### src/design/sorted_event_queue_unit_assert.svh
// Assertion macros shared by the sorted event queue modules.
`ifndef SORTED_EVENT_QUEUE_UNIT_ASSERT_SVH
`define SORTED_EVENT_QUEUE_UNIT_ASSERT_SVH
// Implication checked at every clock edge outside reset.
`define SEQ_ASSERT_IMP(label, clk, rst_n, ante, cons) \
    label: assert property (@(posedge clk) disable iff (!rst_n) (ante) |-> (cons)) \
        else $error("assertion failed");
// Next-cycle implication checked outside reset.
`define SEQ_ASSERT_NXT(label, clk, rst_n, ante, cons) \
    label: assert property (@(posedge clk) disable iff (!rst_n) (ante) |=> (cons)) \
        else $error("assertion failed");
`endif

### src/design/seq_pkg.sv
// Types and constants of the sorted event queue.
`timescale 1ns / 1ps
`default_nettype none
package seq_pkg;
    localparam int ID_W   = 32;
    localparam int TIME_W = 20;
    localparam int CNT_W  = 5;

    localparam logic [2:0] OP_APPEND = 3'd0;
    localparam logic [2:0] OP_INSERT = 3'd1;
    localparam logic [2:0] OP_POP    = 3'd2;
    localparam logic [2:0] OP_RETIME = 3'd3;
    localparam logic [2:0] OP_PEEK   = 3'd4;

    localparam logic [1:0] ST_OK    = 2'd0;
    localparam logic [1:0] ST_EMPTY = 2'd1;
    localparam logic [1:0] ST_FULL  = 2'd2;

    typedef struct packed {
        logic [2:0]        opcode;
        logic [ID_W-1:0]   item_id;
        logic [TIME_W-1:0] arrival;
        logic [TIME_W-1:0] service;
    } t_in_item;

    typedef struct packed {
        logic [1:0]        status;
        logic [ID_W-1:0]   out_id;
        logic [TIME_W-1:0] out_arrival;
        logic [TIME_W-1:0] out_service;
        logic [TIME_W-1:0] head_arrival;
        logic [TIME_W:0]   head_departure;
        logic [CNT_W-1:0]  entry_count;
        logic              not_empty;
    } t_out_item;

    // Classified command handed from front to back.
    typedef enum logic [2:0] {
        CMD_APPEND, CMD_INSERT, CMD_POP, CMD_RETIME, CMD_PEEK
    } t_cmd;

    typedef struct packed {
        t_cmd              cmd;
        logic [ID_W-1:0]   item_id;
        logic [TIME_W-1:0] arrival;
        logic [TIME_W-1:0] service;
    } t_job;

    typedef enum logic [2:0] {
        S_IDLE, S_SCAN, S_SHIFT, S_REPORT, S_OUT
    } t_state;
endpackage
`default_nettype wire

### src/design/seq_front.sv
// Front end: accepts beats, decodes opcodes, queues jobs for the back end.
`timescale 1ns / 1ps
`default_nettype none
module seq_front import seq_pkg::*; (
    input  wire logic     i_clk,
    input  wire logic     i_rst_n,
    input  wire logic     i_valid,
    output logic          o_stall,
    input  wire t_in_item i_item,
    output logic          o_job_valid,
    input  wire logic     i_job_take,
    output t_job          o_job
);
    // two-entry job queue
    t_job       r_q [2];
    logic [1:0] r_cnt, n_cnt;
    logic       r_rd, r_wr;
    t_job       w_job;
    logic       w_push, w_pop;

    always_comb begin
        w_job.item_id = i_item.item_id;
        w_job.arrival = i_item.arrival;
        w_job.service = i_item.service;
        unique case (i_item.opcode)
            OP_APPEND: w_job.cmd = CMD_APPEND;
            OP_INSERT: w_job.cmd = CMD_INSERT;
            OP_POP:    w_job.cmd = CMD_POP;
            OP_RETIME: w_job.cmd = CMD_RETIME;
            default:   w_job.cmd = CMD_PEEK;
        endcase
    end

    assign o_stall     = (r_cnt == 2'd2);
    assign w_push      = i_valid && !o_stall;
    assign w_pop       = i_job_take && (r_cnt != 2'd0);
    assign o_job_valid = (r_cnt != 2'd0);
    assign o_job       = r_q[r_rd];
    assign n_cnt       = r_cnt + {1'b0, w_push} - {1'b0, w_pop};

    always_ff @(posedge i_clk) begin
        if (!i_rst_n) begin
            r_cnt <= '0;
            r_rd  <= 1'b0;
            r_wr  <= 1'b0;
        end else begin
            r_cnt <= n_cnt;
            if (w_push) r_wr <= !r_wr;
            if (w_pop)  r_rd <= !r_rd;
        end
        if (w_push) r_q[r_wr] <= w_job;
    end

`include "sorted_event_queue_unit_assert.svh"
    `SEQ_ASSERT_IMP(a_cnt_range, i_clk, i_rst_n, 1'b1, r_cnt != 2'd3)
    `SEQ_ASSERT_NXT(a_full_stall, i_clk, i_rst_n, r_cnt == 2'd2 && !w_pop, o_stall)
    `SEQ_ASSERT_IMP(a_ptr_match, i_clk, i_rst_n, r_cnt != 2'd1, r_rd == r_wr)
endmodule
`default_nettype wire

### src/design/seq_back.sv
// Back end: entry store, ordered scan and shift, result register.
`timescale 1ns / 1ps
`default_nettype none
module seq_back import seq_pkg::*; #(
    parameter int CAPACITY = 16
) (
    input  wire logic i_clk,
    input  wire logic i_rst_n,
    input  wire logic i_job_valid,
    output logic      o_job_take,
    input  wire t_job i_job,
    output logic      o_valid,
    input  wire logic i_stall,
    output t_out_item o_item
);
    localparam int IW = (CAPACITY > 1) ? $clog2(CAPACITY) : 1;
    localparam int CW = $clog2(CAPACITY + 1);

    logic [ID_W-1:0]   r_id  [CAPACITY];
    logic [TIME_W-1:0] r_ta  [CAPACITY];
    logic [TIME_W-1:0] r_ts  [CAPACITY];
    logic [CW-1:0]     r_count;
    t_state            r_state, n_state;
    t_job              r_job;
    logic [CW-1:0]     r_pos, n_pos;
    logic [CW-1:0]     r_k, n_k;
    logic [1:0]        r_status, n_status;
    logic [ID_W-1:0]   r_pid;
    logic [TIME_W-1:0] r_pta, r_pts;
    logic              r_popped;
    t_out_item         r_out;
    logic              r_ovalid;

    logic              w_full, w_empty;
    logic [TIME_W:0]   w_sum;
    logic [TIME_W-1:0] w_sat;
    logic [TIME_W:0]   w_dep;

    assign w_full  = (r_count == CW'(CAPACITY));
    assign w_empty = (r_count == '0);
    assign w_sum   = {1'b0, r_job.arrival} + {1'b0, r_job.service};
    assign w_sat   = w_sum[TIME_W] ? '1 : w_sum[TIME_W-1:0];
    assign w_dep   = {1'b0, r_ta[0]} + {1'b0, r_ts[0]};
    assign o_job_take = (r_state == S_IDLE);
    assign o_valid    = r_ovalid;
    assign o_item     = r_out;

    always_comb begin
        n_state  = r_state;
        n_pos    = r_pos;
        n_k      = r_k;
        n_status = r_status;
        unique case (r_state)
            S_IDLE: begin
                n_pos = CW'(1);
                if (i_job_valid) n_state = S_SCAN;
            end
            S_SCAN: begin
                // classify against fill and walk to insert point
                n_status = ST_OK;
                unique case (r_job.cmd)
                    CMD_APPEND, CMD_INSERT: begin
                        if (w_full) begin
                            n_status = ST_FULL;
                            n_state  = S_REPORT;
                        end else if (r_job.cmd == CMD_APPEND) begin
                            n_pos   = r_count;
                            n_k     = r_count;
                            n_state = S_SHIFT;
                        end else if (w_empty || r_job.arrival < r_ta[0]) begin
                            n_pos   = '0;
                            n_k     = r_count;
                            n_state = S_SHIFT;
                        end else if (r_pos < r_count &&
                                     r_ta[r_pos[IW-1:0]] < r_job.arrival) begin
                            n_pos = r_pos + 1'b1;
                        end else begin
                            n_k     = r_count;
                            n_state = S_SHIFT;
                        end
                    end
                    default: begin
                        if (w_empty) n_status = ST_EMPTY;
                        n_state = S_SHIFT;
                        n_k     = '0;
                    end
                endcase
            end
            S_SHIFT: begin
                if (r_job.cmd == CMD_APPEND || r_job.cmd == CMD_INSERT) begin
                    if (r_k == r_pos) n_state = S_REPORT;
                    else n_k = r_k - 1'b1;
                end else if (r_job.cmd == CMD_POP && r_status == ST_OK &&
                             r_k + 1'b1 < r_count) begin
                    n_k = r_k + 1'b1;
                end else begin
                    n_state = S_REPORT;
                end
            end
            S_REPORT: n_state = S_OUT;
            S_OUT:    if (!r_ovalid || !i_stall) n_state = S_IDLE;
            default:  n_state = S_IDLE;
        endcase
    end

    always_ff @(posedge i_clk) begin
        if (!i_rst_n) begin
            r_state  <= S_IDLE;
            r_count  <= '0;
            r_ovalid <= 1'b0;
        end else begin
            r_state <= n_state;
            if (r_state == S_OUT && (!r_ovalid || !i_stall)) r_ovalid <= 1'b1;
            else if (!i_stall) r_ovalid <= 1'b0;
            if (r_state == S_SHIFT && n_state == S_REPORT && r_status == ST_OK) begin
                if (r_job.cmd == CMD_APPEND || r_job.cmd == CMD_INSERT)
                    r_count <= r_count + 1'b1;
                else if (r_job.cmd == CMD_POP)
                    r_count <= r_count - 1'b1;
            end
        end
        r_pos    <= n_pos;
        r_k      <= n_k;
        r_status <= n_status;
        if (r_state == S_IDLE) begin
            r_job    <= i_job;
            r_popped <= 1'b0;
        end
        if (r_state == S_SHIFT) begin
            unique case (r_job.cmd)
                CMD_APPEND, CMD_INSERT: begin
                    // one entry moves up per cycle, then the new one lands
                    if (r_k == r_pos) begin
                        r_id[r_k[IW-1:0]] <= r_job.item_id;
                        r_ta[r_k[IW-1:0]] <= r_job.arrival;
                        r_ts[r_k[IW-1:0]] <= r_job.service;
                    end else begin
                        r_id[r_k[IW-1:0]] <= r_id[IW'(r_k - 1'b1)];
                        r_ta[r_k[IW-1:0]] <= r_ta[IW'(r_k - 1'b1)];
                        r_ts[r_k[IW-1:0]] <= r_ts[IW'(r_k - 1'b1)];
                    end
                end
                CMD_POP: begin
                    if (r_status == ST_OK) begin
                        if (r_k == '0) begin
                            r_popped <= 1'b1;
                            r_pid    <= r_id[0];
                            r_pta    <= r_ta[0];
                            r_pts    <= r_ts[0];
                        end
                        if (r_k + 1'b1 < r_count) begin
                            r_id[r_k[IW-1:0]] <= r_id[IW'(r_k + 1'b1)];
                            r_ta[r_k[IW-1:0]] <= r_ta[IW'(r_k + 1'b1)];
                            r_ts[r_k[IW-1:0]] <= r_ts[IW'(r_k + 1'b1)];
                        end
                    end
                end
                CMD_RETIME: if (r_status == ST_OK) r_ta[0] <= w_sat;
                default: ;
            endcase
        end
        if (r_state == S_OUT && (!r_ovalid || !i_stall)) begin
            r_out.status      <= r_status;
            r_out.entry_count <= CNT_W'(r_count);
            r_out.not_empty   <= !w_empty;
            if (w_empty) begin
                r_out.head_arrival   <= '0;
                r_out.head_departure <= '0;
            end else begin
                r_out.head_arrival   <= r_ta[0];
                r_out.head_departure <= w_dep;
            end
            if (r_popped) begin
                r_out.out_id      <= r_pid;
                r_out.out_arrival <= r_pta;
                r_out.out_service <= r_pts;
            end else if (w_empty) begin
                r_out.out_id      <= '0;
                r_out.out_arrival <= '0;
                r_out.out_service <= '0;
            end else begin
                r_out.out_id      <= r_id[0];
                r_out.out_arrival <= r_ta[0];
                r_out.out_service <= r_ts[0];
            end
        end
    end

`include "sorted_event_queue_unit_assert.svh"
    `SEQ_ASSERT_IMP(a_count_cap, i_clk, i_rst_n, 1'b1, r_count <= CW'(CAPACITY))
    `SEQ_ASSERT_NXT(a_out_hold, i_clk, i_rst_n, r_ovalid && i_stall, r_ovalid && $stable(r_out))
    `SEQ_ASSERT_IMP(a_take_idle, i_clk, i_rst_n, o_job_take, r_state == S_IDLE)
endmodule
`default_nettype wire

### src/design/sorted_event_queue_unit.sv
// Sorted event queue: each input beat yields one result beat.
// The back end takes the next beat only once it has finished the last one, and an output stall holds it.
// Sorted insert walks the store one entry per cycle, then shifts one entry per cycle.
// Pop shifts count-1 entries, one per cycle; append shifts none.
// A two-deep job queue in the front end accepts beats while the back end works.
// Synchronous active-low reset empties the queue; entry storage is not cleared.
`timescale 1ns / 1ps
`default_nettype none
module sorted_event_queue_unit import seq_pkg::*; #(
    parameter int CAPACITY = 16
) (
    input  wire logic     i_clk,
    input  wire logic     i_rst_n,
    input  wire logic     i_valid,
    output logic          o_stall,
    input  wire t_in_item i_item,
    output logic          o_valid,
    input  wire logic     i_stall,
    output t_out_item     o_item
);
    logic w_job_valid, w_job_take;
    t_job w_job;

    // front: decode and buffer
    seq_front u_front (
        .i_clk(i_clk), .i_rst_n(i_rst_n),
        .i_valid(i_valid), .o_stall(o_stall), .i_item(i_item),
        .o_job_valid(w_job_valid), .i_job_take(w_job_take), .o_job(w_job)
    );

    // back: store, scan, shift, report
    seq_back #(.CAPACITY(CAPACITY)) u_back (
        .i_clk(i_clk), .i_rst_n(i_rst_n),
        .i_job_valid(w_job_valid), .o_job_take(w_job_take), .i_job(w_job),
        .o_valid(o_valid), .i_stall(i_stall), .o_item(o_item)
    );
endmodule
`default_nettype wire

### config.mk
export PLATFORM = sky130hd
export DESIGN_NAME = sorted_event_queue_unit
export DESIGN_NICKNAME = d
export VERILOG_FILES = /design/src/design/seq_pkg.sv /design/src/design/seq_front.sv /design/src/design/seq_back.sv /design/src/design/sorted_event_queue_unit.sv
export VERILOG_INCLUDE_DIRS = /design/src /design/src/design
export SDC_FILE = /design/constraint.sdc
export NUM_CORES = 2
export LEC_CHECK = 0
export BUFFER_PORTS_ARGS = -buffer_cell sky130_fd_sc_hd__buf_2
export CAP_MARGIN = 30
export CORE_MARGIN = 1.5
export CORE_UTILIZATION = 25
export CTS_CLUSTER_SIZE = 16
export DETAILED_ROUTE_END_ITERATION = 8
export PLACE_DENSITY_LB_ADDON = 0.3
export SLEW_MARGIN = 20
export SYNTH_ARGS = -nofsm -noshare
export SYNTH_HDL_FRONTEND = slang
export SYNTH_SLANG_ARGS = --single-unit
### constraint.sdc
create_clock -name i_clk -period 25.5 [get_ports i_clk]
set_input_delay 3.825 -clock i_clk [delete_from_list [all_inputs] [get_ports i_clk]]
set_output_delay 3.825 -clock i_clk [all_outputs]
set_load 0.01 [all_outputs]
==> flow_summary.json <==
{
  "outcome": "completed",
  "antenna_found_initial": 25,
  "synthFlopType": "edfxtp_1",
  "utilization_pct": 29.2,
  "slew-limit-headroom_pct": 22.5,
  "period_minus_slack_ns": 6.06,
  "wl_met3_um": 16300,
  "grt_max_degree": 172,
  "whs_path_depth": 0,
  "ff2ff_path_depth": 11,
  "ys.warnings.count": 0,
  "final_cell_mix": "1582 x edfxtp_1, 819 x mux4_2, 205 x buf_2",
  "setup_tns_ns": 0,
  "wl_met2_um": 106000,
  "die_area_mm2": 0.304,
  "antenna_left": 0,
  "max-vdd-ir-drop_mv": 0.205,
  "nets": 4275,
  "ys_ff_latch": 1600,
  "die_width_um": 551,
  "h-tree-depth": 4,
  "drt-vias-per-instance": 5.04,
  "cts.repair.resized": 0,
  "dp_hpwl_um": 134000,
  "grt_pass1_wl_um": 322000,
  "post-route-period-util_pct": 23.8,
  "drt_pre_antenna_iters": 6,
  "post_cts.repair.setup_buffers": 0,
  "whs_ns": 0.519,
  "synth_edf_count": 1582,
  "clk_latency_ns": 0.85,
  "cpPeakStageDelay_ns": 0.82,
  "drive_above_1_share_pct": 37.3,
  "final_common_cell": "edfxtp_1",
  "die_h_um": 551,
  "start_kind": "flop",
  "grt_pass1_vias": 41900,
  "cp.required_ns": 26.04,
  "overflow": 0,
  "worstPathCellList": "buf_4 > buf_12 > buf_4 > buf_4 > buf_4 > buf_16 > mux4_2 > mux4_2 > mux2i_1 > a21oi_1 > clkbuf_4",
  "synthArstFlopShare_pct": 0,
  "critPathTopFamily": "buffers and inverters",
  "design_area_mm2": 0.0873,
  "dr.max_layer_used": "met5",
  "power_mw": 10.5,
  "routedWlPerCell_um": 27.9,
  "placed_area_mm2": 0.0812,
  "rsz0062_at_grt": "false",
  "fillers": 29200,
  "cp_common_cell": "buf_4",
  "crit_type": "reg2reg",
  "max_freq_ghz": 0.165,
  "min_path_type": "reg2reg",
  "cts.sinks": 1600,
  "ys_seq_area_share_pct": 63.7,
  "syn-mean-instance-area_um2": 19.6,
  "synthCells": 3833,
  "hold_viol_final": 0,
  "cp_slowest_cell": "buf_4",
  "stdcell_count": 8186,
  "cp_data_arrival_time_ns": 6.60,
  "start_util_pct": 25.1,
  "end_kind": "flop",
  "cts_buffers": 178,
  "finalWorstSetupSlack_ns": 19.44,
  "dp_cells": 7834,
  "path_buf_inv": 7,
  "tightest_slew_ns": 1.16,
  "hold_buffers": 0,
  "cts_tree": "built",
  "clk_path_buf_depth": 4,
  "cts-root-buf": "clkbuf_16",
  "finalClockSkew_ns": 0.0616,
  "drt_iter0_drc": 4576,
  "leakage_nw": 27.8,
  "crit_cells": 11,
  "power.density_mw_per_mm2": 121,
  "clk_pin_slew_ns": 0.07,
  "rows": 201,
  "io_pins": 202,
  "yosysUniqueCellTypes": 68,
  "drcViolationCount": 0,
  "io_buffers": 201,
  "slew_viol_final": 0,
  "setup_viol": 0,
  "num_vias": 41300,
  "grt_usage_pct": 14.8,
  "drv_cap": 0,
  "wirelength_um": 229000,
  "syn_area_mm2": 0.0752,
  "crit_fanout": 114,
  "place.gp.congestion": 0.802,
  "wl_met1_um": 99900,
  "area_growth_pct": 16.2,
  "coreArea_mm2": 0.300,
  "place_ws_ns": 18.92,
  "synth.net_count": 4016
}
-- synthesized netlist by cell type (all sizes together), types with 7 or more instances --
library cell	number	area, um2
o21a	12	90.1
mux4	819	18400
nand3	23	115
buf	132	672
xnor2	24	218
mux2	80	901
mux2i	77	771
nor3	12	60.1
and3	11	68.8
o31ai	25	188
a211oi	15	118
inv	64	240
ha	101	1260
nor2b	10	62.6
clkbuf	122	458
dfxtp	18	360
xor2	26	228
nor2	143	539
a22oi	20	150
a21o	16	120
o21ai	109	546
nand2	190	713
nand2b	9	56.3
and2	24	150
o21bai	7	52.6
edfxtp	1582	47500
a21oi	90	462
-- worst paths after layout --
| path | start | endpoint | slack [ns] |
|---|---|---|---|
| hold / removal | u_back.r_status[1] | u_back.o_item[120] | 0.52 |
| setup / recovery | u_back.r_k[0] | u_back.r_ts[3][11] | 19.44 |
| setup reg to reg | u_back.r_k[0] | u_back.r_ts[3][11] | 19.44 |
| hold reg to reg | u_back.r_status[1] | u_back.o_item[120] | 0.52 |
-- flip-flops by register name, summed over array words and instances (netlist names), named ones only --
name             cells
u_back.o_item      121
u_back.o_valid       1
u_back.r_count       5
u_back.r_id        512
u_back.r_job        75
u_back.r_k           5
u_back.r_pid        32
u_back.r_popped      1
u_back.r_pos         5
u_back.r_pta        20
u_back.r_pts        20
u_back.r_state       3
u_back.r_status      2
u_back.r_ta        320
u_back.r_ts        320
u_front.r_cnt        2
u_front.r_q        150
u_front.r_rd         1
u_front.r_wr         1
-- area by class of cell --
class                   instances  area [um2]  area share [%]
clock buffers                 207        4610            5.27
clock inverters               108        1000            1.15
flip-flops and latches       1600       47900            54.8
inverters                      65         253           0.289
diodes                          1        2.50         0.00287
repair buffers                333        2280            2.61
multi-input cells            1914       26400            30.2
well taps                    3958        4950            5.67
-- routing by layer --
metal / global-route usage (%) / vias up
met5: 0 / -
met4: 4.13 / 2
met3: 2.63 / 364
met2: 23.4 / 1820
met1: 20.8 / 22300
li1: - / 16800
-- worst reg2reg max path, delay by kind of cell, from the launching register on --
| family | cells | cell delay (ns) |
|---|---|---|
| buffers and inverters | 7 | 4.02 |
| multiplexers | 3 | 1.17 |
| flip-flops | 1 | 0.45 |
| AO/OA/AOI/OAI | 1 | 0.14 |
-- power by group --
part / leakage (nW) / internal (mW) / switching (mW) / total [mW]
logic: 10.5 / 2.09 / 2.28 / 4.36
registers: 14.6 / 3.43 / 0.201 / 3.63
clock network: 2.73 / 1.46 / 1.07 / 2.54
total: 27.8 / 6.98 / 3.55 / 10.5
-- kinds of logic after synthesis --
kind of cell    Yosys count  synth area share [%]
mux                     976                  26.8
simple gates            454                  2.68
xor+xnor                 50                 0.593
flops                  1600                  63.7
compound gates          330                  2.70
fa+ha+maj               104                  1.76
buf+inv                 319                  1.83
Power figures use the tool's default switching activity.
